`config.mk`:
```
export PLATFORM = sky130hd
export DESIGN_NAME = ghal_front
export DESIGN_NICKNAME = d
export VERILOG_FILES = /design/src/rtl/ghal_pkg.sv /design/src/rtl/ghal_front.sv
export SDC_FILE = /design/constraint.sdc
export NUM_CORES = 1
export LEC_CHECK = 0
export ABC_AREA = 1
export BUFFER_PORTS_ARGS = -buffer_cell sky130_fd_sc_hd__buf_2
export CAP_MARGIN = 20
export CORE_MARGIN = 8
export CORE_UTILIZATION = 46
export DETAILED_ROUTE_END_ITERATION = 10
export MAX_ROUTING_LAYER = met4
export PLACE_DENSITY = 0.74
export SLEW_MARGIN = 20
export SYNTH_ARGS = -nofsm -noshare
export SYNTH_HDL_FRONTEND = slang
export SYNTH_SLANG_ARGS = --single-unit
```
`constraint.sdc`:
```
create_clock -name clk_i -period 1.8 [get_ports clk_i]
set_clock_uncertainty 0.2 [all_clocks]
set_input_delay 0.18 -clock clk_i [delete_from_list [all_inputs] [get_ports clk_i]]
set_output_delay 0.18 -clock clk_i [all_outputs]
set_load 0.005 [all_outputs]
```
`src/rtl/ghal_pkg.sv`:
```
// Shared types and codes of the generational handle allocator.
// Used by ghal_front, ghal_back, the top level and ghal_checker; no dependencies.
`default_nettype none

package ghal_pkg;

  localparam int FieldW   = 8;
  localparam int InDataW  = 16;
  localparam int OutDataW = 32;

  localparam logic [1:0] OP_CREATE  = 2'd0;
  localparam logic [1:0] OP_DESTROY = 2'd1;
  localparam logic [1:0] OP_QUERY   = 2'd2;

  typedef enum logic [1:0] {
    ST_OK        = 2'd0,
    ST_NO_SLOT   = 2'd1,
    ST_NOT_ALIVE = 2'd2
  } status_e;

  typedef enum logic [1:0] {
    KIND_CREATE  = 2'd0,
    KIND_DESTROY = 2'd1,
    KIND_QUERY   = 2'd2
  } cmd_kind_e;

  typedef struct packed {
    cmd_kind_e         kind;
    logic [FieldW-1:0] slot;
    logic [FieldW-1:0] version;
    logic              usable;
  } cmd_t;

endpackage

`default_nettype wire

```
`src/rtl/ghal_front.sv`:
```
// Front end: accepts input beats, classifies them and buffers them in a
// two-entry command queue. Depends on ghal_pkg.
`default_nettype none

module ghal_front import ghal_pkg::*; #(
  parameter int SLOT_COUNT = 256
) (
  input  wire logic               clk_i,
  input  wire logic               rst_ni,
  input  wire logic               s_axis_tvalid,
  output logic                    s_axis_tready,
  input  wire logic [InDataW-1:0] s_axis_tdata,   // handle_slot, handle_version
  input  wire logic [1:0]         s_axis_tuser,   // operation
  output logic                    cmd_valid_o,
  output cmd_t                    cmd_o,
  input  wire logic               cmd_pop_i
);

  cmd_t       fifo_q [2];
  logic       wr_ptr_q;
  logic       rd_ptr_q;
  logic [1:0] cnt_q;
  cmd_t       cmd_new;
  logic       push;
  logic       pop;

  always_comb begin
    cmd_new.slot    = s_axis_tdata[FieldW-1:0];
    cmd_new.version = s_axis_tdata[2*FieldW-1:FieldW];
    cmd_new.usable  = (cmd_new.version != '0) && (32'(cmd_new.slot) < 32'(SLOT_COUNT));
    case (s_axis_tuser)
      OP_CREATE:  cmd_new.kind = KIND_CREATE;
      OP_DESTROY: cmd_new.kind = KIND_DESTROY;
      default:    cmd_new.kind = KIND_QUERY;
    endcase
  end

  assign s_axis_tready = (cnt_q != 2'd2);
  assign push          = s_axis_tvalid && s_axis_tready;
  assign cmd_valid_o   = (cnt_q != 2'd0);
  assign pop           = cmd_valid_o && cmd_pop_i;
  assign cmd_o         = fifo_q[rd_ptr_q];

  always_ff @(posedge clk_i or negedge rst_ni) begin
    if (!rst_ni) begin
      wr_ptr_q <= 1'b0;
      rd_ptr_q <= 1'b0;
      cnt_q    <= 2'd0;
    end else begin
      if (push) begin
        wr_ptr_q <= ~wr_ptr_q;
      end
      if (pop) begin
        rd_ptr_q <= ~rd_ptr_q;
      end
      if (push && !pop) begin
        cnt_q <= cnt_q + 2'd1;
      end else if (pop && !push) begin
        cnt_q <= cnt_q - 2'd1;
      end
    end
  end

  always_ff @(posedge clk_i) begin
    if (push) begin
      fifo_q[wr_ptr_q] <= cmd_new;
    end
  end

endmodule

`default_nettype wire

```
==> impl_summary.md, run 1 <==
Synthesis
After synthesis, the most frequently instantiated cells are sky130_fd_sc_hd__nand2_1 (63), sky130_fd_sc_hd__edfxtp_1 (38), sky130_fd_sc_hd__nor2_1 (7). The synthesized netlist cell count is 136. Yosys printed 0 warnings. Sorting the synthesized cells by area gives the leading types as sky130_fd_sc_hd__edfxtp_1 (69%), sky130_fd_sc_hd__nand2_1 (14%), sky130_fd_sc_hd__dfrtp_1 (6.0%).

For this run, the leading register cell type out of synthesis is sky130_fd_sc_hd__edfxtp_1. The biggest area consumer among synthesized cells is sky130_fd_sc_hd__edfxtp_1. The unique cell type count in the Yosys netlist is 16. The number of flops mapped to enable cells by yosys is 38. The proportion of netlist area held by the largest area contributor is ~70%. The combined area of all synthesized cells is around 0.0017 mm^2. The post-synthesis async set-or-reset flop share is 9.524%. Synthesis produced a netlist with a net count of 159. The fraction of the yosys area taken by sequential cells is between 70 and 80%. In this run, synthesis produced a sequential element count of 42. Among all cell types in the netlist, the one instantiated most often is sky130_fd_sc_hd__nand2_1.

A synthesized cell averages roughly 12 um^2.

Worst hold path
For hold timing, the worst endpoint is cnt_q[0]. The startpoint identified for the worst hold timing path is cnt_q[0]. Counting instances, the worst hold path has a depth of 1.

The worst min-delay path category is register to register.

Pwr
The logic gate share of total power is just under 40%. The clock power share is 14.0%. Dividing total power by cell area gives a power density of roughly 1400 mW/mm^2. Cell internal power was estimated by the tool at roughly 0.0020 W. The switching power is ~0.0010 W. For this design the static power due to leakage is 0.9999 nW. IR analysis of the VDD net gives a maximum drop of roughly 620 uV.

The switching share of total power is between 30% and 40%. The share of total power in sequential cells is 46.9%.

Layout
The final cell utilization of the core is between 60% and 70%. The diode insertion count for antenna repair is 0. Once layout is done, the placed cells without fillers occupy between 0.002 and 0.0025 mm^2. Of the cells placed in the final design, the portion with a size suffix greater than 1 is a little under a third. The multi-input combinational cell area is 362.8 um^2. Compared with the post-synthesis result, the final layout area differs by 35.29%. Across the whole layout, storage elements account for approximately 0.0012 mm^2.

The final-layout fill cell count is between 200 and 300. The number of nets at the end of the flow is around 230.

Worst setup path
The worst register-to-register path has a setup slack of between 0.15 and 0.2 ns. The largest individual stage delay along the critical path comes from the cell sky130_fd_sc_hd__dfrtp_1. Along the worst path, the maximum fanout reaches 9.

STA classifies the critical path startpoint as a register. The endpoint arrival time on the critical path is roughly 1.3 ns. The endpoint kind of the worst setup timing path is a primary output. The source of the worst register-to-register timing path is cnt_q[0]. Walking the worst path, the cells encountered are inv_1 -> buf_4 -> nand2_1 -> nand2_1 -> buf_2. The most frequent cell on the critical path is sky130_fd_sc_hd__nand2_1. The length in cells of the worst reg-to-reg path is 9.

The start point of the critical path is rd_ptr_q. The required time of the critical path is between 1 and 1.5 ns. The reg-to-reg critical path endpoint is cnt_q[1]. For this run, the slowest stage of the critical path takes slightly above 0.4 ns.

The type of the setup path with the least slack is register to primary output.

Routing
In the routed layout, each cell is associated on average with a via count of about 4.6. For this run, design rule violations remaining after detail routing come to 0. For this block, the initial DRC count from the detailed router was 56. The routed wire length per instance is around 13 um. The number of detailed-routing iterations run before antenna repair is 4. The via total after detailed routing is 1181. The detailed-route wire length is around 3400 um. The post-detailed-route count of antenna-violating nets is 0.

Timing
Subtracting the final worst setup slack from the clock period gives 1.658 ns. The tightest hold path in the finished design has a slack of around 0.34 ns. After layout, the worst setup slack is approximately 0.14 ns.

The number of endpoints with negative hold slack in the final report came to 0. The number of max-slew violations in the final report is 0. The part of the cycle the worst path needs is just over 90%. The tightest slew margin relative to the limit is approximately 86%. Setup repair after global routing left no endpoint under its margin.

Setup violations remaining at the end of the flow were counted as 0. At the pin with the least slew margin, the transition time is between 0.2 and 0.25 ns. Static timing analysis puts the maximum clock frequency at roughly 600 MHz.

Global routing
The initial antenna violation count is 0. The overall global routing resource usage is about an eighth. The wire length of the first global-routing pass is between 5000 and 6000 um. The aggregate global routing overflow is 0. The number of global-route vias before repair is ~1300. The largest net degree at the start of global routing is 20.

Clock tree
The total CTS buffers is 5. Buffers inserted to repair hold after CTS numbered 22. The cell at the root of the clock tree is sky130_fd_sc_hd__clkbuf_4. The number of setup buffers added after CTS is 0. The number of clock sinks is 42. The maximum count of clock buffers along a single path is 2. The H-tree depth reported by CTS is 2. TritonCTS built the clock tree.

Clock-pin slew was measured on the worst setup and hold paths at 0.11 ns. The insertion delay to the later sink of the worst-skew pair is 0.34 ns. The quantity of gates resized following cts is 0.

Die
The number of rows in the core area is 22. For this configuration, the core starts out at a cell density of 46.72%. In this run the standard cell core region covers between 0.003 and 0.004 mm^2. The chip height is around 76 um. The number of I/O pins is 43. The die is around 76 um wide. The die covers between 0.005 and 0.006 mm^2.

Place
The setup slack after placement is a little under 0.2 ns. The port buffer count is between 40 and 50. The placed instances occupy a cell area of around 0.0020 mm^2. The wire-length estimate of the detail-placed layout is around 2400 um. The global placement routability congestion is around 0.67.

Outcome
The flow ran to the end, and the final reports show no timing, DRC or antenna violations.

Job
Max-cap violations in this run came to 0.
flip-flops by register name (all words and copies together) (netlist names):
signal    count
fifo_q       38
cnt_q         2
rd_ptr_q      1
wr_ptr_q      1
metal layers:
metal  track usage (%)  up-vias  wire (um)
met5                 -        -          0
met4             6.731        0         93
met3             4.363       10        148
met2             22.62       33       1816
met1             12.86      552       1321
li1                  -      586          -
power groups by stage:
stage | clock, W | combinational, W | sequential, W
CTS | 0.000448 | 0.00122 | 0.00143
detailed placement | 0 | 0.00118 | 0.00145
global placement | 0 | 0.00114 | 0.00143
floorplan | 0 | 0.000652 | 0.00143
global route | 0.000487 | 0.00134 | 0.00145
finish | 0.000427 | 0.00119 | 0.00143
stage by stage:
stage / TNS (ns) / instances / power (W)
2_1_floorplan: -7.173 / 136 / 0.002082
3_3_place_gp: 0 / 227 / 0.002576
3_5_place_dp: 0 / 227 / 0.002627
4_1_cts: 0 / 257 / 0.003096
5_1_grt: 0 / 257 / 0.003274
6_report: 0 / 257 / 0.003041
worst max path at each step:
stage,to,slack (ns),cells after the start
after floorplan,fifo_q[0][0],-0.19,4
after global placement,cnt_q[1],0.27,9
after detailed placement,cnt_q[1],0.19,9
after CTS,cmd_o[8],0.11,5
after global routing,cmd_o[8],0.03,5
final,cmd_o[8],0.14,5
critical path: cells and delay by family, from the launching register on:
family / cells / cell delay [ns]
buffers and inverters: 3 / 0.37
flip-flops: 1 / 0.41
AND/OR/NAND/NOR: 2 / 0.15
placed cells by master, fill, tap and decap left out, drive strengths merged:
master | netlist | layout
nand2 | 67 | 67
buf | 4 | 48
edfxtp | 38 | 38
dlygate4sd3 | 0 | 22
inv | 8 | 8
nor2 | 7 | 7
clkbuf | 1 | 6
dfrtp | 4 | 4
nand4 | 2 | 2
nand3 | 2 | 2
clkinv | 0 | 2
xnor2 | 1 | 1
xor2 | 1 | 1
ha | 1 | 1
cell type report:
| cell class | instances | share of cell area (%) |
|---|---|---|
| clock buffers | 6 | 1.839 |
| flip-flops and latches | 42 | 55.30 |
| repair buffers | 70 | 22.30 |
| clock inverters | 2 | 0.3902 |
| multi-input cells | 81 | 16.17 |
| well taps | 48 | 2.676 |
| inverters | 8 | 1.338 |
cell families after synthesis:
| family | Yosys count | synth area share (%) |
|---|---|---|
| and+or+nand+nor | 78 | 19.31 |
| DFF | 42 | 74.81 |
| buffers and inverters | 13 | 3.619 |
| xor gates and xnor gates | 2 | 1.509 |
| adders and majority gates | 1 | 0.7540 |
Power figures use the tool's default switching activity.
==> run 2, diff against run 1 <==
- ABC_AREA: 1 -> 0
- clock period: 1.8 -> 1.5 ns (I/O delays scaled with it)
==> run 2 against run 1 <==
Against the previous run: the run now ends with negative setup slack left; worst setup slack lost 0.40 ns; final area grew 8.1%; sequential share of layout area shrank 4.1 points; non-clock buffer count grew 10; sequential power grew 20%; synthesized cell count shrank 40%; flip-flop and latch count is the same; wire length shrank 5.5%; die area shrank 2.1%.
==> impl_summary.md, run 2 <==
Place
The HPWL reported at the end of detailed placement is 2062 um (-14%). The setup slack after placement is -0.1157 ns (-0.3084 ns). The post-placement cell area came to 0.001971 mm^2 (-0.19%). The port buffer count is 42 (unchanged). The global placement routability congestion was 0.6954 (+3.6%).

Timing
The aggregate negative setup slack came to -7.799 ns (-7.799 ns). The part of the cycle the worst path needs is 116.9%. The actual slew at the worst max-slew pin is 0.2773 ns (+0.06762 ns). The setup slack of the critical path after layout came to -0.2542 ns (-0.3957 ns). The fmax is roughly 570 MHz. Setup repair after global routing could not meet its margin everywhere.

The tightest slew margin relative to the limit is 81.35% (-4.6 points). The final setup violation count is 60 (+60). The final critical path time including I/O delays and setup is between 1.5 and 2 ns. The number of endpoints with negative hold slack in the final report is 0 (unchanged). The number of max-slew violations in the final report came to 0 (unchanged).

Global routing
The wire length of the first global-routing pass is 4588 um (-22%). The aggregate global routing overflow is 0 (unchanged). The number of global-route vias before repair is 1024 (-19%).

The initial antenna violation count is 0 (unchanged). The overall global routing resource usage is 11.82% (-1.3 points). The largest net degree at the start of global routing was 20 (unchanged).

Worst setup path
The worst register-to-register path begins at cnt_q[1]. The buffer and inverter count on the worst path is 2 (-1). On the critical path the largest part of the delay comes from flip-flops.

The endpoint arrival time on the critical path was 1.40 ns (+0.12 ns). The setup path with the least slack is of type register to primary output. The largest stage delay on the critical path is 0.41 ns (about the same).

The length in cells of the worst reg-to-reg path was 5 (-4). STA classifies the critical path endpoint as a primary output. The largest individual stage delay along the critical path comes from the cell sky130_fd_sc_hd__dfrtp_1. The critical path goes through buf_12 -> mux2_2 -> buf_2. The count of cell instances traversed by the critical path is 3 (-2).

The reg-to-reg critical path endpoint is fifo_q[1][18]. The largest fanout on the critical path is 19 (+10). The register-to-register path setup slack is -0.12 ns (-0.31 ns).

The worst setup path is launched from a register. The required time of the critical path is 1.15 ns (-0.27 ns).

Routing
The detailed-route wire length is 3195 um (-5.5%). The post-detailed-route count of antenna-violating nets is 0 (unchanged). The detail-routed via count per cell is 4.587 (-0.18%).

The routed wire length per instance is 15.00 um (+14%). The via total after detailed routing is 977 (-17%). The number of detailed-routing iterations run before antenna repair is 4 (unchanged). The violation count after the first detailed-routing iteration is 34 (-39%).

The number of DRC violations after detailed routing came to 0 (unchanged).

Synthesis
The most frequent cell after synthesis is sky130_fd_sc_hd__edfxtp_1. The total of flip-flops plus latches after synthesis is 42 (unchanged). The total number of yosys warnings is 0 (unchanged).

In the synthesized netlist the dominant register cell turns out to be sky130_fd_sc_hd__edfxtp_1. In the post-synthesis netlist, the biggest area contributors are sky130_fd_sc_hd__edfxtp_1 (71%), sky130_fd_sc_hd__mux2_2 (13%), sky130_fd_sc_hd__dfrtp_1 (6.2%). The unique cell type count in the Yosys netlist is 17 (+1). The number of flops mapped to enable cells by yosys was 38 (unchanged). The proportion of netlist area held by the largest area contributor came to 70.64% (+1.9 points). The biggest area consumer among synthesized cells is sky130_fd_sc_hd__edfxtp_1. The per-instance average area after synthesis is 19.70 um^2 (+61%). The synthesized netlist cell count was 82 (-40%).

The combined area of all synthesized cells is 0.001615 mm^2 (-2.6%). Counting instances in the post-synthesis netlist gives the leading cell types as sky130_fd_sc_hd__edfxtp_1 (38), sky130_fd_sc_hd__mux2_2 (19), sky130_fd_sc_hd__dfrtp_1 (4). The number of nets produced by synthesis is 105 (-34%). The fraction of the yosys area taken by sequential cells came to 76.84% (+2.0 points). The post-synthesis async set-or-reset flop share is 9.524% (unchanged).

Layout
In the final layout, the registers with the most flip-flops are fifo_q (38), cnt_q (2). The number of nets at the end of the flow is 189 (-18%). The fraction of final layout cells with drive strength greater than 1 is 56.89% (+27 points). The library cells used most frequently in the layout, excluding fill and tap cells, are sky130_fd_sc_hd__buf_2 (40), sky130_fd_sc_hd__edfxtp_1 (38), sky130_fd_sc_hd__dlygate4sd3_1 (22). The area growth from synthesis to layout is 50.19%.

The library cell used most frequently in the layout, excluding fill and tap cells, is sky130_fd_sc_hd__buf_2. The diode insertion count for antenna repair was 0 (unchanged). The final design instance area without fill is 0.002426 mm^2 (+8.1%). The final cell utilization of the core is 72.14% (+8.9 points).

The register name with the most flops is fifo_q. The flip-flop count of the largest register after layout was 38 (unchanged). The final-layout fill cell count is 251 (-2.3%).

Outcome
The run finished, with violations left. The final reports fail on negative setup slack.

Clock tree
The insertion delay to the later sink of the worst-skew pair was 0.33 ns (about the same). Clock tree synthesis selected as its root buffer the cell sky130_fd_sc_hd__clkbuf_4. TritonCTS built the clock tree. The number of clock sinks is 42 (unchanged).

The maximum count of clock buffers along a single path was 2 (unchanged). The total CTS buffers is 5 (unchanged). The H-tree depth reported by CTS is 2 (unchanged).

The CTS clock-pin slew for the worst setup and hold paths was 0.11 ns (about the same).

Die
The number of rows in the core area is 21 (-4.5%). The floorplan die width is 75.26 um (-1.0%). The chip height came to 75.26 um (-1.0%).

The initial standard-cell utilization of the core is 48.03% (+1.3 points). The number of I/O pins is 43 (unchanged). The core footprint is 0.003363 mm^2 (-5.3%). The die area was 0.005664 mm^2 (-2.1%).

Worst hold path
The worst min-delay path category is input port to register. The path with the worst hold slack has its endpoint at fifo_q[0][14]. The launch point of the worst hold path is s_axis_tdata[5]. The number of stages on the worst hold path is 2 (+1).

Pwr
The leakage power is 0.9479 nW (-5.2%). The overall power after layout is 0.004183 W (+38%). The power density over the cells was 1724 mW/mm^2 (+27%).

The largest voltage drop on the vdd net is 1176 uV (+91%).

Job
The max capacitance violation total is 0 (unchanged).
==> run 2: cell count changes after synthesis, sizes merged <==
cell,before,now
nand2,67,3
nand3,2,0
nand2b,0,1
nor2,7,2
xnor2,1,3
inv,8,1
xor2,1,2
mux2,0,19
nor2b,0,1
nand4,2,0
buf,4,2
nor4,0,2
or2,0,1
and3,0,1
==> run 2: area by class of cell <==
type	count	area, um^2	area share [%]
Multi-Input combinational cell	36	386.6	15.94
Sequential cell	42	1242	51.21
Inverter	1	3.754	0.1547
Clock buffer	7	55.05	2.269
Clock inverter	1	30.03	1.238
Timing Repair Buffer	80	650.6	26.82
Tap cell	46	57.56	2.372
==> run 2: repair_timing <==
action	CTS	global route
hold buffers	22	0
resized for setup	5	4
setup endpoints to repair	21	60
pin swaps	5	5
hold endpoints to repair	44	0
buffers inserted	4	3
gates cloned	0	3
==> run 2: routing by layer <==
| metal | up-vias | GRT usage [%] | routed length [um] | part of all wire, % |
|---|---|---|---|---|
| li1 | 476 | - | - | - |
| met1 | 471 | 11.44 | 1172 | 37 |
| met2 | 26 | 20.92 | 1789 | 56 |
| met3 | 4 | 4.394 | 197 | 6.2 |
| met4 | 0 | 4.478 | 34 | 1.1 |
| met5 | - | - | 0 | 0 |
==> run 2: cells by family (layout without fill, tap and decap cells) <==
family | after synthesis | count (layout) | share of synthesized area [%]
DFF | 42 | 42 | 76.84
muxes | 19 | 19 | 13.25
buffers and inverters | 4 | 89 | 1.858
adders and majority gates | 1 | 1 | 0.7745
xor gates and xnor gates | 5 | 5 | 2.712
and+or+nand+nor | 11 | 11 | 4.571
==> run 2: worst max path at each step <==
stage,from,end,slack (ns)
3_5_place_dp,cnt_q[1],cnt_q[1],-0.12
5_1_grt,rd_ptr_q,cmd_o[7],-0.33
2_1_floorplan,cnt_q[1],cnt_q[1],-0.03
3_3_place_gp,cnt_q[1],cnt_q[1],-0.02
6_report,rd_ptr_q,cmd_o[7],-0.25
4_1_cts,rd_ptr_q,cmd_o[7],-0.27
==> run 2: through the flow <==
step	std cells	hold slack [ns]
after floorplan	82	-0.3456
after global placement	173	-0.2421
after detailed placement	173	-0.2374
after CTS	207	0.3126
after global routing	213	0.3265
final	213	0.3271
==> run 2: worst reg2reg max path, cell delays in order, from the launching register on <==
cell	delay, ns
sky130_fd_sc_hd__dfrtp_2	0.43
sky130_fd_sc_hd__buf_6	0.13
sky130_fd_sc_hd__nand2b_4	0.08
sky130_fd_sc_hd__buf_6	0.10
sky130_fd_sc_hd__and3_4	0.26
sky130_fd_sc_hd__clkbuf_16	0.16
==> run 2: report_power, final <==
part	internal (W)	switching [W]	leakage [nW]
Clock	0.000398	0.000326	0.0455
Combinational	0.00105	0.000700	0.507
Sequential	0.00161	0.000104	0.396
==> run 3, diff against run 2 <==
- BUFFER_PORTS_ARGS: -buffer_cell sky130_fd_sc_hd__buf_2 -> -buffer_cell sky130_fd_sc_hd__buf_4
==> run 3 against run 2 <==
Against the previous run: the run still ends with negative setup slack left; wire length rose by 7.4%; sequential share of layout area fell by 2.0 points; sequential power rose by 2%; maximum frequency fell by 2.0%; final area rose by 4.0%; flip-flop and latch count did not move; non-clock buffer count fell by 4; utilization rose by 2.9 points; critical endpoint is now cmd_o[2]; highest routed layer unchanged.
==> impl_summary.md, run 3 (same netlist as run 2, synthesis figures left out) <==
Layout
The area growth from synthesis to layout is 56.24%. The fraction of final layout cells with drive strength greater than 1 is 55.83% (-1.1 points). The number of nets at the end of the flow is 185 (-2.1%). The final design instance area without fill was 0.002524 mm^2 (+4.0%). Leaving out fill and tap cells, the most frequent cells in the layout are sky130_fd_sc_hd__buf_4 (41), sky130_fd_sc_hd__edfxtp_1 (38), sky130_fd_sc_hd__dlygate4sd3_1 (22).

The flip-flop count of the largest register after layout is 38 (unchanged). Ranked by flip-flop count, first place goes to fifo_q. The diode insertion count for antenna repair is 0 (unchanged). The multi-input combinational cell area is 420.4 um^2 (+8.7%). The largest registers in the layout are fifo_q (38), cnt_q (2). The register area was 0.001242 mm^2 (unchanged). Leaving out fill and tap cells, the most frequent cell in the layout is sky130_fd_sc_hd__buf_4. The final-layout fill cell count is 215 (-14%). The final non-filler cell total is 209 (-1.9%).

Routing
The via total after detailed routing is 993 (+1.6%). The violation count after the first detailed-routing iteration was 33 (-2.9%). The number of DRC violations after detailed routing is 0 (unchanged). The post-detailed-route count of antenna-violating nets came to 0 (unchanged). The detailed-route wire length is 3431 um (+7.4%).

The number of detailed-routing iterations run before antenna repair is 4 (unchanged). The routed wire length per instance is 16.42 um (+9.4%). The detail-routed via count per cell came to 4.751 (+3.6%).

Worst setup path
The register-to-register path setup slack is -0.14 ns (-0.02 ns). The source of the worst register-to-register timing path is cnt_q[0]. The worst setup path is launched from a register. The buffer and inverter count on the worst path was 2 (unchanged). The largest stage delay on the critical path is 0.45 ns (+0.04 ns).

The critical path goes through clkbuf_16 -> mux2_2 -> buf_4. The required time of the critical path is 1.15 ns (about the same). Among all stages on the critical path, the largest delay is contributed by sky130_fd_sc_hd__dfrtp_2.

The largest fanout on the critical path is 9 (-10). The reg-to-reg critical path endpoint is cnt_q[1]. The type of the setup path with the least slack is register to primary output. STA classifies the critical path endpoint as a primary output. The length in cells of the worst reg-to-reg path is 7 (+2). Broken down by cell family, the worst path's largest delay share belongs to flip-flops. The endpoint arrival time on the critical path is 1.44 ns (+0.04 ns).

Place
The HPWL reported at the end of detailed placement is 2059 um (-0.15%). The post-placement cell area was 0.002076 mm^2 (+5.3%). The port buffer count is 42 (unchanged). The number of cells after detailed placement was 173 (unchanged). The global placement routability congestion is 0.6872 (-1.2%).

Global routing
The met3 global-route usage came to 3.196% (-1.2 points). The met1 capacity usage during global routing is 10.89% (-0.55 points). The initial antenna violation count was 0 (unchanged). The wire length of the first global-routing pass came to 4692 um (+2.3%). The number of global-route vias before repair came to 1021 (-0.29%).

The met2 track utilization from global routing came to 22.17% (+1.2 points). The overall global routing resource usage came to 12.00% (+0.18 points). The peak-usage layer in the global routing report is met2. The largest net degree at the start of global routing is 20 (unchanged). The aggregate global routing overflow is 0 (unchanged).

Timing
The fmax came to 558.8 MHz (-2.0%). The part of the cycle the worst path needs is 119.3% (+2.4 points). The number of endpoints with negative hold slack in the final report is 0 (unchanged). The final critical path time including I/O delays and setup came to 1.790 ns (+0.03550 ns). The final setup violation count is 27 (-55%).

The setup slack of the critical path after layout is -0.2897 ns (-0.03550 ns). The actual slew at the worst max-slew pin is 0.2747 ns (-0.002507 ns). The number of max-slew violations in the final report came to 0 (unchanged).

Setup repair after global routing could not meet its margin everywhere. The tightest slew margin relative to the limit came to 81.51% (+0.17 points).

Die
The chip height is 75.26 um (unchanged). The number of I/O pins was 43 (unchanged). The die area is 0.005664 mm^2 (unchanged). The floorplan die width is 75.26 um (unchanged). The initial standard-cell utilization of the core is 48.03% (unchanged).

The core footprint is 0.003363 mm^2 (unchanged). The number of rows in the core area came to 21 (unchanged).

Pwr
The leakage power is 1.005 nW (+6.1%). The overall power after layout is 0.004433 W (+6.0%). The power density over the cells is 1757 mW/mm^2 (+1.9%). The largest voltage drop on the vdd net is 1130 uV (-3.9%).

Worst hold path
The worst min-delay path category is input port to register. For hold timing, the worst endpoint is fifo_q[1][12]. The worst hold path begins at s_axis_tdata[3].

The number of stages on the worst hold path is 2 (unchanged).

Clock tree
TritonCTS built the clock tree. The maximum count of clock buffers along a single path came to 2 (unchanged). The CTS clock-pin slew for the worst setup and hold paths is 0.12 ns (about the same). The insertion delay to the later sink of the worst-skew pair is 0.33 ns (about the same). The total CTS buffers is 5 (unchanged). The number of clock sinks is 42 (unchanged). The H-tree depth reported by CTS is 2 (unchanged). The cell sitting at the root of the clock tree is a sky130_fd_sc_hd__clkbuf_4.

Outcome
The checks that failed: negative setup slack. The run finished, with violations left.

Job
The max capacitance violation total is 0 (unchanged).
run 3: changes by cell type in the layout (fill, tap and decap cells not counted), sizes merged:
| cell | delta |
|---|---|
| buf | -3 |
| clkbuf | -1 |
run 3: cell type report:
type,instances,area share [%]
clock buffer,7,2.181
timing repair buffer,76,28.31
clock inverter,1,1.190
multi-input combinational,36,16.66
inverter,1,0.1487
sequential,42,49.23
tap,46,2.281
run 3: routing by layer:
| layer | vias to the layer above | share of wire, % |
|---|---|---|
| met2 | 34 | 56 |
| met1 | 481 | 36 |
| met5 | - | 0 |
| li1 | 471 | - |
| met4 | 0 | 1.5 |
| met3 | 7 | 6.3 |
run 3: where the power goes:
part	internal, W	total, W	leakage [nW]	switching [W]
Clock	0.000398	0.000724	0.0455	0.000326
Combinational	0.00121	0.00196	0.564	0.000748
Sequential	0.00161	0.00175	0.396	0.000138
run 3: repair_timing:
item,4_1_cts,5_1_grt
pin swaps,1,4
hold buffers,22,0
cloned,0,1
setup buffers,2,3
endpoints found under the hold margin,44,0
gates resized for setup,3,17
endpoints found under the setup margin,21,22
run 3: worst register-to-register path, delay by kind of cell, from the launching register on:
kind / cells / cell delay [ns]
flops: 1 / 0.43
xor+xnor: 2 / 0.36
simple gates: 3 / 0.34
fa+ha+maj: 1 / 0.17
buf+inv: 1 / 0.06
run 3: metrics by stage:
step | hold WS, ns | utilization [%] | setup TNS, ns | setup slack [ns]
CTS | 0.3164 | 71.69 | -5.324 | -0.2895
finish | 0.3349 | 75.04 | -5.386 | -0.2897
floorplan | -0.3456 | - | -0.1642 | -0.02812
detailed placement | -0.2528 | 61.72 | -0.09387 | -0.09387
global route | 0.3304 | 75.04 | -7.085 | -0.3388
global placement | -0.2508 | 61.72 | -0.02021 | -0.02021
run 3: how the worst max path moves through the flow:
| stage | start | to | cells past startpoint |
|---|---|---|---|
| floorplan | cnt_q[1] | cnt_q[1] | 6 |
| global placement | cnt_q[1] | cnt_q[1] | 6 |
| detailed placement | cnt_q[1] | cnt_q[1] | 6 |
| CTS | rd_ptr_q | cmd_o[17] | 3 |
| global route | rd_ptr_q | cmd_o[3] | 3 |
| finish | rd_ptr_q | cmd_o[2] | 3 |
